==> config.mk <==
export PLATFORM = sky130hd
export DESIGN_NAME = json_string_unescape_decoder_core
export DESIGN_NICKNAME = d
export VERILOG_FILES = /design/src/hdl/jsud_pkg.sv /design/src/hdl/jsud_decode.sv /design/src/hdl/jsud_fifo.sv /design/src/hdl/json_string_unescape_decoder_core.sv
export SDC_FILE = /design/constraint.sdc
export NUM_CORES = 1
export LEC_CHECK = 0
export ABC_AREA = 1
export BUFFER_PORTS_ARGS = -buffer_cell sky130_fd_sc_hd__buf_2
export CAP_MARGIN = 20
export CORE_UTILIZATION = 35
export DETAILED_ROUTE_END_ITERATION = 10
export HOLD_SLACK_MARGIN = 0.12
export PLACE_DENSITY = 0.52
export SYNTH_ARGS = -nofsm -noshare
export SYNTH_HDL_FRONTEND = slang
export SYNTH_SLANG_ARGS = --single-unit
export TNS_END_PERCENT = 30
==> constraint.sdc <==
create_clock -name clk -period 4.79 [get_ports clk]
set_input_delay 0 -clock clk [delete_from_list [all_inputs] [get_ports clk]]
set_output_delay 0 -clock clk [all_outputs]
set_load 0.02 [all_outputs]
==> src/hdl/jsud_pkg.sv <==
package jsud_pkg;

  // Input word: one raw byte of the string body, or the end marker
  typedef struct packed {
    logic [7:0] in_byte;
    logic       end_of_input;
  } in_word_t;

  // Result word
  typedef struct packed {
    logic [7:0] out_byte;
    logic       has_byte;
    logic       last;
    logic [2:0] status;
  } out_word_t;

  // Up to four result words caused by one input word
  typedef struct packed {
    logic [2:0]           cnt;
    out_word_t [3:0]      word;
  } res_bundle_t;

  // Status codes
  localparam logic [2:0] ST_OK          = 3'd0;
  localparam logic [2:0] ST_STR_END     = 3'd1;
  localparam logic [2:0] ST_UNEXP_END   = 3'd2;
  localparam logic [2:0] ST_BAD_HEX     = 3'd3;
  localparam logic [2:0] ST_MISSING_LOW = 3'd4;
  localparam logic [2:0] ST_BAD_LOW     = 3'd5;
  localparam logic [2:0] ST_LONE_LOW    = 3'd6;

  // Parser modes
  typedef enum logic [6:0] {
    M_PLAIN   = 7'b0000001,
    M_ESC     = 7'b0000010,
    M_UHEX    = 7'b0000100,
    M_XHEX    = 7'b0001000,
    M_HIGH_BS = 7'b0010000,
    M_HIGH_U  = 7'b0100000,
    M_LOWHEX  = 7'b1000000
  } mode_t;

  // Characters of interest
  localparam logic [7:0] CH_QUOTE = 8'h22;
  localparam logic [7:0] CH_BSL   = 8'h5C;
  localparam logic [7:0] CH_SLASH = 8'h2F;
  localparam logic [7:0] CH_B     = 8'h62;
  localparam logic [7:0] CH_F     = 8'h66;
  localparam logic [7:0] CH_N     = 8'h6E;
  localparam logic [7:0] CH_R     = 8'h72;
  localparam logic [7:0] CH_T     = 8'h74;
  localparam logic [7:0] CH_U     = 8'h75;
  localparam logic [7:0] CH_X     = 8'h78;

  // Surrogate prefixes (bits 15:10 of the code unit)
  localparam logic [5:0] SURR_HIGH = 6'b110110;
  localparam logic [5:0] SURR_LOW  = 6'b110111;

  // Bad-surrogate policy bits
  localparam int POL_REPLACE_BIT = 1;
  localparam int POL_DROP_BIT    = 0;

  // U+FFFD in UTF-8
  localparam logic [7:0] REPL_B0 = 8'hEF;
  localparam logic [7:0] REPL_B1 = 8'hBF;
  localparam logic [7:0] REPL_B2 = 8'hBD;

endpackage

==> src/hdl/jsud_decode.sv <==
module jsud_decode (
  input  logic                 clk,
  input  logic                 rst_n,
  input  logic                 fire,
  input  jsud_pkg::in_word_t   in_word,
  input  logic                 cfg_we,
  input  logic [1:0]           cfg_policy,
  output jsud_pkg::res_bundle_t res
);
  import jsud_pkg::*;

  typedef struct packed {
    mode_t      mode;
    logic       v;
    logic [7:0] b;
  } esc_t;

  typedef struct packed {
    logic       ok;
    logic [3:0] val;
  } hex_t;

  typedef struct packed {
    logic [2:0]      cnt;
    logic [3:0][7:0] b;
  } enc_t;

  // Escape letter after a backslash
  function automatic esc_t esc_decode(input logic [7:0] c);
    esc_t e;
    e.mode = M_PLAIN;
    e.v    = 1'b1;
    e.b    = c;
    case (c)
      CH_QUOTE, CH_BSL, CH_SLASH: e.b = c;
      CH_B: e.b = 8'h08;
      CH_F: e.b = 8'h0C;
      CH_N: e.b = 8'h0A;
      CH_R: e.b = 8'h0D;
      CH_T: e.b = 8'h09;
      CH_U: begin
        e.v    = 1'b0;
        e.mode = M_UHEX;
      end
      CH_X: begin
        e.v    = 1'b0;
        e.mode = M_XHEX;
      end
      default: e.v = 1'b0;
    endcase
    return e;
  endfunction

  // Hex digit value
  function automatic hex_t hex_digit(input logic [7:0] c);
    hex_t h;
    h.ok  = 1'b0;
    h.val = 4'd0;
    if (c >= 8'h30 && c <= 8'h39) begin
      h.ok  = 1'b1;
      h.val = c[3:0];
    end else if ((c >= 8'h61 && c <= 8'h66) || (c >= 8'h41 && c <= 8'h46)) begin
      h.ok  = 1'b1;
      h.val = c[3:0] + 4'd9;
    end
    return h;
  endfunction

  // UTF-8 encoder, 1 to 4 bytes
  function automatic enc_t utf8_enc(input logic [20:0] cp);
    enc_t e;
    e = '0;
    if (cp <= 21'h7F) begin
      e.cnt  = 3'd1;
      e.b[0] = cp[7:0];
    end else if (cp <= 21'h7FF) begin
      e.cnt  = 3'd2;
      e.b[0] = {3'b110, cp[10:6]};
      e.b[1] = {2'b10, cp[5:0]};
    end else if (cp <= 21'hFFFF) begin
      e.cnt  = 3'd3;
      e.b[0] = {4'b1110, cp[15:12]};
      e.b[1] = {2'b10, cp[11:6]};
      e.b[2] = {2'b10, cp[5:0]};
    end else begin
      e.cnt  = 3'd4;
      e.b[0] = {5'b11110, cp[20:18]};
      e.b[1] = {2'b10, cp[17:12]};
      e.b[2] = {2'b10, cp[11:6]};
      e.b[3] = {2'b10, cp[5:0]};
    end
    return e;
  endfunction

  mode_t       mode_r, mode_nxt;
  logic [15:0] acc_r, acc_nxt;
  logic [2:0]  cnt_r, cnt_nxt;
  logic [9:0]  high_r, high_nxt;
  logic [1:0]  pol_r;

  logic        pre;      // U+FFFD goes out ahead of the tail word
  logic        use_enc;
  logic [20:0] cp;
  logic        t_v;
  logic [7:0]  t_b;
  logic        t_has;
  logic [2:0]  t_st;
  esc_t        esc;
  hex_t        dig;
  logic [15:0] acc_sh;
  logic [2:0]  cnt_inc;
  enc_t        enc;
  logic [2:0]  n;
  logic        pol_rep;
  logic        pol_drop;
  logic [7:0]  c;

  assign c        = in_word.in_byte;
  assign pol_rep  = pol_r[POL_REPLACE_BIT];
  assign pol_drop = pol_r[POL_DROP_BIT];

  // Next state and up to one tail word
  always_comb begin
    mode_nxt = mode_r;
    acc_nxt  = acc_r;
    cnt_nxt  = cnt_r;
    high_nxt = high_r;
    pre      = 1'b0;
    use_enc  = 1'b0;
    cp       = '0;
    t_v      = 1'b0;
    t_b      = 8'd0;
    t_has    = 1'b0;
    t_st     = ST_OK;
    esc      = esc_decode(c);
    dig      = hex_digit(c);
    acc_sh   = {acc_r[11:0], dig.val};
    cnt_inc  = cnt_r + 3'd1;

    if (in_word.end_of_input) begin
      // stream end; after a high surrogate the policy acts first
      t_v  = 1'b1;
      t_st = ST_UNEXP_END;
      if (mode_r == M_HIGH_BS || mode_r == M_HIGH_U) begin
        if (pol_rep) pre = 1'b1;
        else if (!pol_drop) t_st = ST_MISSING_LOW;
      end
      mode_nxt = M_PLAIN;
      acc_nxt  = '0;
      cnt_nxt  = '0;
    end else begin
      case (mode_r)
        M_ESC: begin
          mode_nxt = esc.mode;
          acc_nxt  = '0;
          cnt_nxt  = '0;
          t_v      = esc.v;
          t_b      = esc.b;
          t_has    = esc.v;
        end
        M_UHEX, M_LOWHEX, M_XHEX: begin
          if (!dig.ok) begin
            t_v      = 1'b1;
            t_st     = ST_BAD_HEX;
            mode_nxt = M_PLAIN;
            acc_nxt  = '0;
            cnt_nxt  = '0;
          end else if (cnt_inc < ((mode_r == M_XHEX) ? 3'd2 : 3'd4)) begin
            acc_nxt = acc_sh;
            cnt_nxt = cnt_inc;
          end else begin
            acc_nxt  = '0;
            cnt_nxt  = '0;
            mode_nxt = M_PLAIN;
            if (mode_r == M_XHEX) begin
              t_v   = 1'b1;
              t_b   = acc_sh[7:0];
              t_has = 1'b1;
            end else if (mode_r == M_UHEX) begin
              if (acc_sh[15:10] == SURR_HIGH) begin
                high_nxt = acc_sh[9:0];
                mode_nxt = M_HIGH_BS;
              end else if (acc_sh[15:10] == SURR_LOW) begin
                // lone low surrogate
                if (pol_rep) pre = 1'b1;
                else if (!pol_drop) begin
                  t_v  = 1'b1;
                  t_st = ST_LONE_LOW;
                end
              end else begin
                use_enc = 1'b1;
                cp      = {5'd0, acc_sh};
              end
            end else begin
              if (acc_sh[15:10] == SURR_LOW) begin
                use_enc = 1'b1;
                cp      = 21'h10000 + {1'b0, high_r, acc_sh[9:0]};
              end else if (pol_rep) pre = 1'b1;
              else if (!pol_drop) begin
                t_v  = 1'b1;
                t_st = ST_BAD_LOW;
              end
            end
          end
        end
        M_HIGH_BS: begin
          if (c == CH_BSL) begin
            mode_nxt = M_HIGH_U;
          end else if (!pol_rep && !pol_drop) begin
            t_v      = 1'b1;
            t_st     = ST_MISSING_LOW;
            mode_nxt = M_PLAIN;
            acc_nxt  = '0;
            cnt_nxt  = '0;
          end else begin
            // missing low, then the byte is taken as plain
            pre      = pol_rep;
            mode_nxt = M_PLAIN;
            t_v      = 1'b1;
            if (c == CH_QUOTE) begin
              t_st    = ST_STR_END;
              acc_nxt = '0;
              cnt_nxt = '0;
            end else begin
              t_b   = c;
              t_has = 1'b1;
            end
          end
        end
        M_HIGH_U: begin
          if (c == CH_U) begin
            mode_nxt = M_LOWHEX;
            acc_nxt  = '0;
            cnt_nxt  = '0;
          end else if (!pol_rep && !pol_drop) begin
            t_v      = 1'b1;
            t_st     = ST_MISSING_LOW;
            mode_nxt = M_PLAIN;
            acc_nxt  = '0;
            cnt_nxt  = '0;
          end else begin
            // missing low, then the byte is taken as an escape letter
            pre      = pol_rep;
            mode_nxt = esc.mode;
            acc_nxt  = '0;
            cnt_nxt  = '0;
            t_v      = esc.v;
            t_b      = esc.b;
            t_has    = esc.v;
          end
        end
        default: begin
          // plain mode, and any unused mode code
          mode_nxt = (c == CH_BSL) ? M_ESC : M_PLAIN;
          if (c == CH_QUOTE) begin
            t_v     = 1'b1;
            t_st    = ST_STR_END;
            acc_nxt = '0;
            cnt_nxt = '0;
          end else if (c != CH_BSL) begin
            t_v   = 1'b1;
            t_b   = c;
            t_has = 1'b1;
          end
        end
      endcase
    end
  end

  assign enc = utf8_enc(cp);

  // Pack the result words and mark the last one
  always_comb begin
    res.word = '0;
    n        = 3'd0;
    if (pre) begin
      res.word[0].out_byte = REPL_B0;
      res.word[0].has_byte = 1'b1;
      res.word[1].out_byte = REPL_B1;
      res.word[1].has_byte = 1'b1;
      res.word[2].out_byte = REPL_B2;
      res.word[2].has_byte = 1'b1;
      res.word[3].out_byte = t_b;
      res.word[3].has_byte = t_has;
      res.word[3].status   = t_st;
      n = t_v ? 3'd4 : 3'd3;
    end else if (use_enc) begin
      for (int i = 0; i < 4; i++) begin
        res.word[i].out_byte = enc.b[i];
        res.word[i].has_byte = 1'b1;
      end
      n = enc.cnt;
    end else if (t_v) begin
      res.word[0].out_byte = t_b;
      res.word[0].has_byte = t_has;
      res.word[0].status   = t_st;
      n = 3'd1;
    end
    for (int i = 0; i < 4; i++) begin
      if (n != 3'd0 && 3'(i) == n - 3'd1) res.word[i].last = 1'b1;
    end
    res.cnt = n;
  end

  // Parser state and policy register
  always_ff @(posedge clk) begin
    if (!rst_n) begin
      mode_r <= M_PLAIN;
      acc_r  <= '0;
      cnt_r  <= '0;
      high_r <= '0;
      pol_r  <= '0;
    end else begin
      if (fire) begin
        mode_r <= mode_nxt;
        acc_r  <= acc_nxt;
        cnt_r  <= cnt_nxt;
        high_r <= high_nxt;
      end
      if (cfg_we) pol_r <= cfg_policy;
    end
  end

endmodule

==> src/hdl/jsud_fifo.sv <==
module jsud_fifo #(
  parameter int DEPTH = 8
) (
  input  logic                  clk,
  input  logic                  rst_n,
  input  logic                  push,
  input  jsud_pkg::res_bundle_t push_bundle,
  input  logic                  pop,
  output jsud_pkg::out_word_t   head,
  output logic                  not_empty,
  output logic                  room
);
  import jsud_pkg::*;

  localparam int PW = $clog2(DEPTH);
  localparam int CW = $clog2(DEPTH + 1);
  localparam int MAX_PUSH = 4;

  out_word_t         mem [DEPTH];
  logic [PW-1:0]     wr_r, rd_r;
  logic [CW-1:0]     count_r, count_nxt;
  logic [2:0]        push_n;

  assign push_n    = push ? push_bundle.cnt : 3'd0;
  assign head      = mem[rd_r];
  assign not_empty = (count_r != '0);
  // room for a full burst of result words
  assign room      = (count_r <= CW'(DEPTH - MAX_PUSH));
  assign count_nxt = count_r + CW'(push_n) - CW'(pop);

  // Burst write of up to four words
  always_ff @(posedge clk) begin
    for (int i = 0; i < MAX_PUSH; i++) begin
      if (3'(i) < push_n) mem[wr_r + PW'(i)] <= push_bundle.word[i];
    end
  end

  // Pointers and fill count
  always_ff @(posedge clk) begin
    if (!rst_n) begin
      wr_r    <= '0;
      rd_r    <= '0;
      count_r <= '0;
    end else begin
      wr_r    <= wr_r + PW'(push_n);
      if (pop) rd_r <= rd_r + PW'(1);
      count_r <= count_nxt;
    end
  end

endmodule

==> src/hdl/json_string_unescape_decoder_core.sv <==
// Channel | Direction | Handshake            | Word
// in_     | input     | in_valid / in_stall  | in_data   (in_byte, end_of_input)
// out_    | output    | out_valid / out_stall| out_data  (out_byte, has_byte, last, status)
// cfg_    | input     | cfg_valid / cfg_ready| cfg_data  (invalid_policy)
//
// One input word per cycle while in_stall is low; each is decoded once it sits in the
// input register and the queue has room, and gives 0 to 4 result words. The result
// queue drains one word per cycle while out_stall is low, so the rate is one input word
// per cycle as long as each gives at most one result; once the queue holds more than
// FIFO_DEPTH-4 words, input is held back until it has room for 4.
// Synchronous active-low reset clears the parser to plain mode and empties the queue.
// out_stall only backs up the queue; in_stall rises when the input register holds a word and the queue lacks room.
module json_string_unescape_decoder_core #(
  parameter int FIFO_DEPTH = 8   // result queue, power of two, 4 to 32
) (
  input  logic                clk,
  input  logic                rst_n,
  input  logic                in_valid,
  output logic                in_stall,
  input  jsud_pkg::in_word_t  in_data,
  output logic                out_valid,
  input  logic                out_stall,
  output jsud_pkg::out_word_t out_data,
  input  logic                cfg_valid,
  output logic                cfg_ready,
  input  logic [1:0]          cfg_data
);
  import jsud_pkg::*;

  in_word_t    in_word_r;
  logic        in_vld_r;
  logic        room;
  logic        fire;
  res_bundle_t res;

  assign fire      = in_vld_r && room;
  assign in_stall  = in_vld_r && !room;
  assign cfg_ready = 1'b1;

  // Input register
  always_ff @(posedge clk) begin
    if (!rst_n) begin
      in_vld_r <= 1'b0;
    end else if (!in_stall) begin
      in_vld_r <= in_valid;
    end
  end

  always_ff @(posedge clk) begin
    if (!in_stall) in_word_r <= in_data;
  end

  jsud_decode u_decode (
    .clk        (clk),
    .rst_n      (rst_n),
    .fire       (fire),
    .in_word    (in_word_r),
    .cfg_we     (cfg_valid && cfg_ready),
    .cfg_policy (cfg_data),
    .res        (res)
  );

  jsud_fifo #(
    .DEPTH (FIFO_DEPTH)
  ) u_fifo (
    .clk         (clk),
    .rst_n       (rst_n),
    .push        (fire),
    .push_bundle (res),
    .pop         (out_valid && !out_stall),
    .head        (out_data),
    .not_empty   (out_valid),
    .room        (room)
  );

endmodule

# After elaboration in Yosys (flattened, before gate mapping)
# Memories as Yosys holds them, arrays and structs flattened. A register that Yosys moved wholly into a read port is not among the register bits.
# Index checks and enable logic that the tools add are counted.
# W data, S select, Z words.
dict set report word_totals {
  memories 1
  ram_bits 104
  inputBits 16
  reg_bits 58
  latch_bits 0
  out_inout_bits 16
  rom_bits 0
  word_cells 255
}
# memory depth word_bits rd rd_clocked_by_memory_dff wr line_no
set memory_table {}
lappend memory_table {u_fifo.mem 8 13 1 1 4 jsud_fifo.sv:19} ;# out_word_t mem [DEPTH];
dict set report op_classes {
  n_bitwise 3
  eq_ne 24
  shift 0
  muxes 164
  mul 0
  n_reduce_logical 26
  order_cmp 15
  n_addsub 11
  n_div 0
}
# operator count
set ops {}
lappend ops {{$mux W21} 8}
lappend ops {{$mux W16} 9}
lappend ops {{$mux W3} 39}
lappend ops {{$mux W8} 13}
lappend ops {{$mux W9} 9}
lappend ops {{$eq A8 B7 Y1 const B} 8}
lappend ops {{$mux W1} 62}
lappend ops {{$pmux W16 S3} 1}
lappend ops {{$mux W7} 6}
lappend ops {{$pmux W8 S5} 1}
lappend ops {{$pmux W8 S4} 1}
lappend ops {{$pmux W7 S4} 1}
lappend ops {{$mux W24} 1}
lappend ops {{$mux W22} 1}
lappend ops {{$add A17 B20 Y21 const A} 1}
lappend ops {{$le A21 B11 Y1 const B} 1}
lappend ops {{$le A21 B16 Y1 const B} 1}
lappend ops {{$le A21 B7 Y1 const B} 1}
lappend ops {{$eq A8 B6 Y1 const B} 2}
lappend ops {{$ge A8 B7 Y1 const B} 2}
lappend ops {{$le A8 B7 Y1 const B} 2}
lappend ops {{$mux W5} 3}
lappend ops {{$eq A6 B6 Y1 const B} 2}
lappend ops {{$pmux W3 S4} 1}
lappend ops {{other kinds (43)} 67}

# Depth between registers and ports, before layout
# Gate-level depths: netlist (run 1).
dict set report depth {
  depth_word 23
  mapped_depth 28
  depth_no_buf 26
}

# Modules after synthesis
# A second synthesis (run 1) with hierarchy kept.
dict set report unflattened {
  hier_cells 2254
  hier_area_um2 14163.6
}
# mod area_per_inst_um2 cells_each n_inst seq_area_each_um2
set modules_own_cells {}
lappend modules_own_cells {jsud_fifo 9167.5 1442 1 3383.2}
lappend modules_own_cells {jsud_decode 4649.5 790 1 680.7}
lappend modules_own_cells {json_string_unescape_decoder_core 346.6 22 1 290.3}

# Least setup slack after synthesis (run 1)
# Ideal clock, no wire load.
dict set report synth_timing {
  path_kind {register to register}
  from {register u_decode.mode_r[5]}
  to {register u_fifo.count_r[3]}
  arrival_ps 3577
  stages_incl_launch_ff 29
  setup_ps 70
  slack_ps 1143
  path_buffers 3
  path_cell_list {dfxtp_1 > inv_2 > nand2_2 > nor2_2 > nand2_2 > buf_6 > ha_1 > inv_1 > nand2_1 > nand2_2 > nand2_4 > nor2_8 > buf_6 > nand4_2 > nand2_2 > nor2_4 > nand3_4 > nand2_1 > inv_2 > buf_6 > nand2_1 > ha_1 > inv_1 > ha_1 > nand2_1 > nor2_1 > a211oi_1 > o21ai_0 > a21oi_1}
}
dict set report synth_via {
  elab_chain_cells 16
  elab_cells_between_ends 48
}
# item line_no
set synth_lines {}
lappend synth_lines {{start: declaration} jsud_decode.sv:95} ;# mode_t mode_r, mode_nxt;
lappend synth_lines {{start signal: assignment} jsud_decode.sv:315} ;# mode_r <= mode_nxt;
lappend synth_lines {{$eq A7 B4 Y1 or $eq A7 B3 Y1 (tied branches)} --}
lappend synth_lines {{$mux W3 or $mux W21 (tied branches)} {jsud_decode.sv:168, jsud_decode.sv:179}}
lappend synth_lines {{$lt A3 B3 Y1 or $mux W21 (tied branches)} {jsud_decode.sv:168, jsud_decode.sv:175}}
lappend synth_lines {{$mux W21} jsud_decode.sv:168} ;# end else if (cnt_inc < ((mode_r == M_XHEX) ? 3'd2 : 3'd4)) begin
lappend synth_lines {{$mux W21} jsud_decode.sv:162} ;# if (!dig.ok) begin
lappend synth_lines {{$mux W21} jsud_decode.sv:152} ;# case (mode_r)
lappend synth_lines {{$mux W21} jsud_decode.sv:140} ;# if (in_word.end_of_input) begin
lappend synth_lines {{$le A21 B16 Y1} jsud_decode.sv:80} ;# end else if (cp <= 21'hFFFF) begin
lappend synth_lines {{$mux W3} jsud_decode.sv:80}
lappend synth_lines {{$mux W3} jsud_decode.sv:76} ;# end else if (cp <= 21'h7FF) begin
lappend synth_lines {{$mux W3} jsud_decode.sv:73} ;# if (cp <= 21'h7F) begin
lappend synth_lines {{$mux W3} jsud_decode.sv:287} ;# end else if (use_enc) begin
lappend synth_lines {{$mux W3 (*)} jsud_decode.sv:276} ;# if (pre) begin
lappend synth_lines {{$mux W3 (*)} jsud_fifo.sv:24} ;# assign push_n = push ? push_bundle.cnt : 3'd0;
lappend synth_lines {{$add A4 B3 Y4 (*)} jsud_fifo.sv:29} ;# assign count_nxt = count_r + CW'(push_n) - CW'(pop);
lappend synth_lines {{$sub A4 B1 Y4 (*)} jsud_fifo.sv:29}
lappend synth_lines {{end signal: assignment} jsud_fifo.sv:47} ;# count_r <= count_nxt;
lappend synth_lines {{end: declaration} jsud_fifo.sv:21} ;# logic [CW-1:0] count_r, count_nxt;
# Mark *: on every way between the ends. The rest lies on a longest branch, timed or not.
# A chain may end at the register's enable or synchronous reset.

==> reports/metrics.csv, run 1 <==
stage;metric;value;unit
final_layout;area_growth;12.3;%
cts;cts_resized;0;
worst_setup_path;cp_slowest_cell;a21o_1;
worst_setup_path;start_kind;register;
final_layout;drive_gt1_share;11.7;%
final_layout;regArea;4360;sq um
yosys;synth_nets;1718;
hold_path;hp-class;input port to register;
yosys;synth_area;11700;sq um
timing;timing.final.crit_share;88.3;%
place;portBuffers;30;
yosys;syn_avg_cell_area;6.99;sq um
yosys;ys_seq_elements;161;
routing;wl;46000;microns
die;std_cell_rows;66;
yosys;synth_top_flop_cell;edfxtp_1;
place;dp.cells;2128;
timing;rsz0062_at_grt;no;
global_route;grt_pass1_vias;11200;
die;coreArea;32800;sq um
cts;root_buffer;clkbuf_16;
yosys;synthCells;1681;
power_and_ir_drop;total_power;4.71;mW
yosys;async_reset_ff_share;0;%
yosys;synth_edf_count;113;
cts;hold_buffers;19;
timing;fmax;236;MHz
cts;clk_path_buf_depth;2;
timing;finalSetupViolCount;0;
timing;skew;25.1;ps
global_route;antenna_found_initial;0;
routing;dr.pass1.iters;6;
timing;fin_crit;4230;ps
timing;finalMaxSlewViolations;0;
final_layout;n_antenna_cell;0;
power_and_ir_drop;power.leakage;5.58;nW
die;num_io_pins;32;
global_route;grt_use_total;27.5;%
worst_setup_path;setup.worst_path.end_class;register;
worst_setup_path;r2r_cells;18;
cts;htree_levels;4;
cts;numCtsBuffers;17;
cts;clock_sinks;161;
place;hpwl;34700;microns
timing;relSlewSlack;27.2;%
final_layout;fin_nets;1763;
routing;antenna_left;0;
worst_setup_path;critPathMaxStageDelay;590;ps
job;drv_cap;0;
final_layout;final_area;13200;sq um
global_route;gr-total-overflow;0;
worst_setup_path;path_delay_family;simple AND/OR/NAND/NOR gates;
worst_setup_path;path_buf_inv;3;
die;dieArea;34300;sq um
yosys;synthTopCellsByCount;nand2_1 (433), nor2_1 (225), nand3_1 (184);
worst_setup_path;path_depth;18;
worst_setup_path;cp_max_fo;17;
routing;drcViolationCount;0;
place;place_congestion;0.977;
yosys;synth_top_cell_area_share;28.9;%
cts;clk_pin_slew;60;ps
routing;wire_per_inst;21.1;microns
power_and_ir_drop;p_per_area;357;nW/um^2
worst_setup_path;path_cells;inv_1 -> ha_1 -> nor2_1 -> nand2_1 -> nand3_2 -> nand2_2 -> nand3_4 -> nor2_8 -> o31ai_2 -> nand2_4 -> nor2_8 -> nand3_4 -> nand2_1 -> inv_2 -> buf_4 -> nand3_4 -> nand3_1 -> a21o_1;
worst_setup_path;reg2reg_slack;560;ps
die;start_util;35.8;%
yosys;synth-seq-area-share;37.1;%
final_layout;multi_input_comb_area;6460;sq um
worst_setup_path;critPathCapture;u_fifo.mem[3][9];
routing;vias;12100;
timing;worstMarginPinSlew;1090;ps
cts;clk_latency;470;ps
status;status;complete, no violations;
yosys;netlist_top_cells_area;edfxtp_1 (29%), nand2_1 (14%), dfxtp_1 (8.2%);
power_and_ir_drop;vdd_ir_drop_max;0.257;mV
global_route;grt_pass1_wl;69300;microns
die;die_y;185;microns
global_route;grt_max_degree;53;
yosys;yosys_warnings;0;
timing;setup_tns;0;ps
worst_setup_path;crit_start;in_word_r[2];
yosys;yosysMostFrequentCell;nand2_1;
yosys;yosys.area.top_type;edfxtp_1;
final_layout;fillerInstances;3523;
routing;drtIter0Drc;1645;
worst_setup_path;required;4870;ps
cts;cts_tree;done;
die;die_x;185;microns
final_layout;stdcell_count;2179;
cts;cts_setup_buffers;0;
worst_setup_path;regToRegEndpoint;u_fifo.mem[3][9];
hold_path;hold_path_depth;2;
place;place_area;12400;sq um
worst_setup_path;timing.rr.start;in_word_r[2];
yosys;synth_cell_type_count;54;
worst_setup_path;crit_type;register to register;
worst_setup_path;cp_common_cell;nand3_4;
routing;via_per_inst;5.57;
worst_setup_path;critPathArrivalTime;4310;ps
timing;hold_viol;0;
cell type report:
cell class                 count  area share, %
multi-input combinational   1289           49.0
sequential                   161           33.0
timing repair buffer          87           4.92
inverter                     170           4.85
tap                          442           4.19
clock buffer                  17           3.22
clock inverter                13          0.844
metrics by stage:
| stage | hold slack [ps] | worst slack (ps) | utilization (%) |
|---|---|---|---|
| after floorplan | 98.9 | 1140 | - |
| after CTS | 240 | 596 | 40.1 |
| after global routing | 260 | 193 | 40.3 |
| final | 261 | 559 | 40.3 |
| after global placement | 177 | 673 | 37.9 |
| after detailed placement | 179 | 635 | 37.9 |
per-layer routing:
layer	global-route usage [%]	vias up	wire length [microns]
met5	0	-	0
met4	11.3	0	1580
met3	4.54	92	3680
met2	42.3	593	20000
met1	37.9	5690	20700
li1	-	5770	-
where the power goes:
| part | internal, mW | switching (mW) |
|---|---|---|
| Clock | 0.709 | 0.621 |
| Combinational | 0.491 | 1.21 |
| Sequential | 1.62 | 0.0639 |
layout by cell type (no fill, tap or decap), types with 18 or more instances in the layout:
cell type / Yosys / final
a211oi_1: 18 / 18
a21oi_1: 53 / 53
a31oi_1: 18 / 18
buf_2: 15 / 30
buf_4: 3 / 36
dfxtp_1: 48 / 47
dlygate4sd3_1: 0 / 19
edfxtp_1: 113 / 113
ha_1: 19 / 19
inv_1: 136 / 136
inv_2: 28 / 28
nand2_1: 433 / 433
nand3_1: 184 / 184
nand4_1: 22 / 22
nor2_1: 225 / 225
nor3_1: 29 / 28
o21ai_0: 116 / 116
o22ai_1: 27 / 27
kinds of logic (layout without fill, tap and decap cells):
| kind of cell | count (synthesis) | count (layout) | share of synthesized area (%) |
|---|---|---|---|
| and+or+nand+nor | 963 | 963 | 37.1 |
| other | 1 | 1 | 0.0319 |
| xor gates and xnor gates | 8 | 8 | 0.596 |
| AOI/OAI and AO/OA | 296 | 296 | 14.8 |
| buffers and inverters | 231 | 287 | 7.98 |
| DFF | 161 | 161 | 37.1 |
| adders and majority gates | 21 | 21 | 2.36 |
worst min path at each step:
stage | start | end | slack [ps]
finish | in_data[6] | in_word_r[6] | 260
global route | in_data[6] | in_word_r[6] | 260
CTS | in_data[7] | in_word_r[7] | 240
detailed placement | in_data[0] | in_word_r[0] | 180
global placement | in_data[1] | in_word_r[1] | 180
floorplan | in_data[0] | in_word_r[0] | 100
flip-flops by register name, summed over array words and instances, names as in the netlist, 2 cells and up, named ones only:
signal	cells
u_fifo.mem	104
u_decode.acc_r	12
u_decode.high_r	10
in_word_r	9
u_decode.mode_r	7
u_fifo.count_r	4
u_decode.cnt_r	3
u_fifo.rd_r	3
u_fifo.wr_r	3
u_decode.pol_r	2
No activity file was read; power rests on OpenSTA's default activity.
==> inputs of run 2 (changes only) <==
- clock period: 4.79 -> 5.1 ns (I/O delays scaled with it)
==> run 2 against run 1 <==
Worst hold slack got worse by 18 ps; count of clock-buffer cells in the layout increased by 1; largest power group unchanged; core utilization about the same; wire length grew 0.54%; final cell count decreased by 0.28%; via count fell by 0.33%; power decreased by 3.6%; sequential power shrank 7%; non-clock buffer count is 9 lower; critical path depth grew 4; first-iteration DRC count decreased by 11%; design area barely moved.
==> reports/metrics.csv, run 2 (synthesis results as in run 1) <==
stage;metric;value;unit;change
hold_path;holdPathEnd;in_word_r[4];;
timing;worstMarginPinSlew;1050;ps;-38.8 ps
final_layout;area_growth;12.3;%;about the same
hold_path;hp-class;input port to register;;
timing;hold_viol;0;;unchanged
place;portBuffers;30;;unchanged
cts;clk_path_buf_depth;2;;unchanged
die;coreArea;32800;sq um;unchanged
cts;cts_tree;done;;
worst_setup_path;setup.worst_path.end_class;register;;
global_route;grt_pass1_vias;11200;;-0.62%
worst_setup_path;timing.rr.start;u_decode.mode_r[0];;
final_layout;fin_util;40.2;%;about the same
timing;setup_tns;0;ps;unchanged
place;place_area;12400;sq um;-0.60%
worst_setup_path;start_kind;register;;
routing;dr.pass1.iters;6;;unchanged
cts;numCtsBuffers;17;;unchanged
worst_setup_path;crit_type;register to register;;
routing;vias;12100;;-0.33%
final_layout;regMostFlops;u_fifo.mem;;
cts;root_buffer;clkbuf_16;;
routing;drtIter0Drc;1467;;-11%
global_route;grt_max_degree;53;;unchanged
routing;wl;46200;microns;+0.54%
final_layout;drive_gt1_share;11.3;%;-0.36 points
timing;relSlewSlack;29.5;%;+2.3 points
timing;rsz0062_at_grt;no;;
timing;timing.final.crit_share;88.0;%;-0.29 points
cts;clk_latency;460;ps;about the same
hold_path;hold_path_depth;2;;unchanged
worst_setup_path;cp_common_cell;nand2_1;;
routing;via_per_inst;5.57;;about the same
timing;fin_crit;4490;ps;+259 ps
hold_path;min_from;in_data[4];;
die;dieArea;34300;sq um;unchanged
power_and_ir_drop;vdd_ir_drop_max;0.252;mV;-2.2%
timing;fmax;223;MHz;-5.8%
routing;drcViolationCount;0;;unchanged
timing;timing.final.ws_setup;610;ps;+50.8 ps
final_layout;final_common_cell;nand2_1;;
global_route;grt_pass1_wl;69800;microns;+0.70%
global_route;antenna_found_initial;1;;+1
timing;finalMaxSlewViolations;0;;unchanged
worst_setup_path;r2r_cells;22;;+4
cts;clk_pin_slew;70;ps;about the same
place;hpwl;35100;microns;+1.0%
die;start_util;35.8;%;unchanged
worst_setup_path;regToRegEndpoint;u_fifo.mem[6][7];;
power_and_ir_drop;power.leakage;5.56;nW;-0.29%
routing;wire_per_inst;21.3;microns;+0.82%
timing;finalSetupViolCount;0;;unchanged
die;std_cell_rows;66;;unchanged
worst_setup_path;path_cells;inv_1 -> nand2_1 -> nor2_2 -> nand2_2 -> clkinv_1 -> ha_1 -> inv_1 -> nand2_2 -> buf_4 -> nand2_1 -> nor2_1 -> a21oi_2 -> nand2_4 -> nor2_8 -> nand3_4 -> nand2_1 -> inv_2 -> buf_4 -> nand3_4 -> inv_4 -> nor3_2 -> nand2_1;;
status;status;complete, no violations;;
cts;cts_setup_buffers;0;;unchanged
final_layout;reg_top3;u_fifo.mem x104, u_decode.acc_r x12, u_decode.high_r x10;;
die;num_io_pins;32;;unchanged
final_layout;largest_register_ffs;104;;unchanged
worst_setup_path;critPathArrivalTime;4520;ps;+210 ps
power_and_ir_drop;p_per_area;345;nW/um^2;-3.5%
cts;hold_buffers;20;;+1
job;drv_cap;0;;unchanged
worst_setup_path;cp_max_fo;18;;+1
die;die_y;185;microns;unchanged
cts;cts_resized;0;;unchanged
die;die_x;185;microns;unchanged
worst_setup_path;critPathMaxStageDelay;470;ps;-120 ps
routing;antenna_left;0;;unchanged
timing;worst_hold_slack;243;ps;-18.1 ps
final_layout;fin_nets;1754;;-0.51%
cts;clock_sinks;161;;unchanged
final_layout;final_cell_mix;nand2_1 (433), nor2_1 (225), nand3_1 (184);;
timing;skew;14.3;ps;-10.8 ps
worst_setup_path;cp_slowest_cell;nand2_1;;
global_route;grt_use_total;27.7;%;+0.24 points
place;place_congestion;0.986;;+0.95%
global_route;gr-total-overflow;0;;unchanged
cts;htree_levels;4;;unchanged
place;pre_cts_ws;677;ps;+42.1 ps
worst_setup_path;required;5130;ps;+260 ps
worst_setup_path;reg2reg_slack;610;ps;+50 ps
final_layout;final_area;13200;sq um;about the same
run 2: cell count changes in the layout (fill, tap and decap cells not counted), moves of 2 or more:
cell,change
buf_4,-10
clkinv_2,-2
clkinv_1,-2
inv_8,+3
run 2: worst max-delay path, delay by kind of cell (launching register included):
family / cells / cell delay, ps
flops: 1 / 330
buf+inv: 7 / 1030
simple gates: 13 / 2230
fa+ha+maj: 1 / 280
compound gates: 1 / 170
run 2: how the worst max path moves through the flow:
stage                       startpoint                 to  slack (ps)  cells after the start
floorplan           u_decode.mode_r[5]  u_fifo.count_r[3]        1450                     28
global placement    u_decode.mode_r[1]   u_fifo.mem[6][1]         750                     22
detailed placement        in_word_r[1]   u_fifo.mem[0][9]         680                     19
CTS                       in_word_r[1]  u_fifo.mem[0][10]         660                     19
global route              in_word_r[2]  u_fifo.mem[0][10]         310                     19
finish              u_decode.mode_r[0]   u_fifo.mem[6][7]         610                     22
run 2: layer usage:
metal  up-vias  routed length [microns]  global-route usage [%]
met5         -                        0                       0
met4         0                     1240                    9.02
met3        68                     3910                    5.49
met2       577                    19600                    41.0
met1      5699                    21500                    39.9
li1       5761                        -                       -
run 2: metrics by stage:
stage | cells | power, mW
2_1_floorplan | 1681 | 2.62
3_3_place_gp | 2118 | 3.20
3_5_place_dp | 2118 | 3.18
4_1_cts | 2170 | 4.53
5_1_grt | 2172 | 4.77
6_report | 2173 | 4.55
run 2: power by group:
| group | switching, mW | internal, mW | leakage (nW) |
|---|---|---|---|
| clock network | 0.611 | 0.737 | 0.288 |
| registers | 0.0507 | 1.52 | 1.42 |
| logic | 1.16 | 0.461 | 3.86 |
run 2: layout make-up:
class | count | area, sq um
sequential | 161 | 4360
fill | 3515 | 19600
clock buffer | 18 | 429
clock inverter | 14 | 164
antenna | 1 | 2.50
timing repair buffer | 78 | 587
inverter | 170 | 641
multi-input combinational | 1289 | 6460
tap | 442 | 553
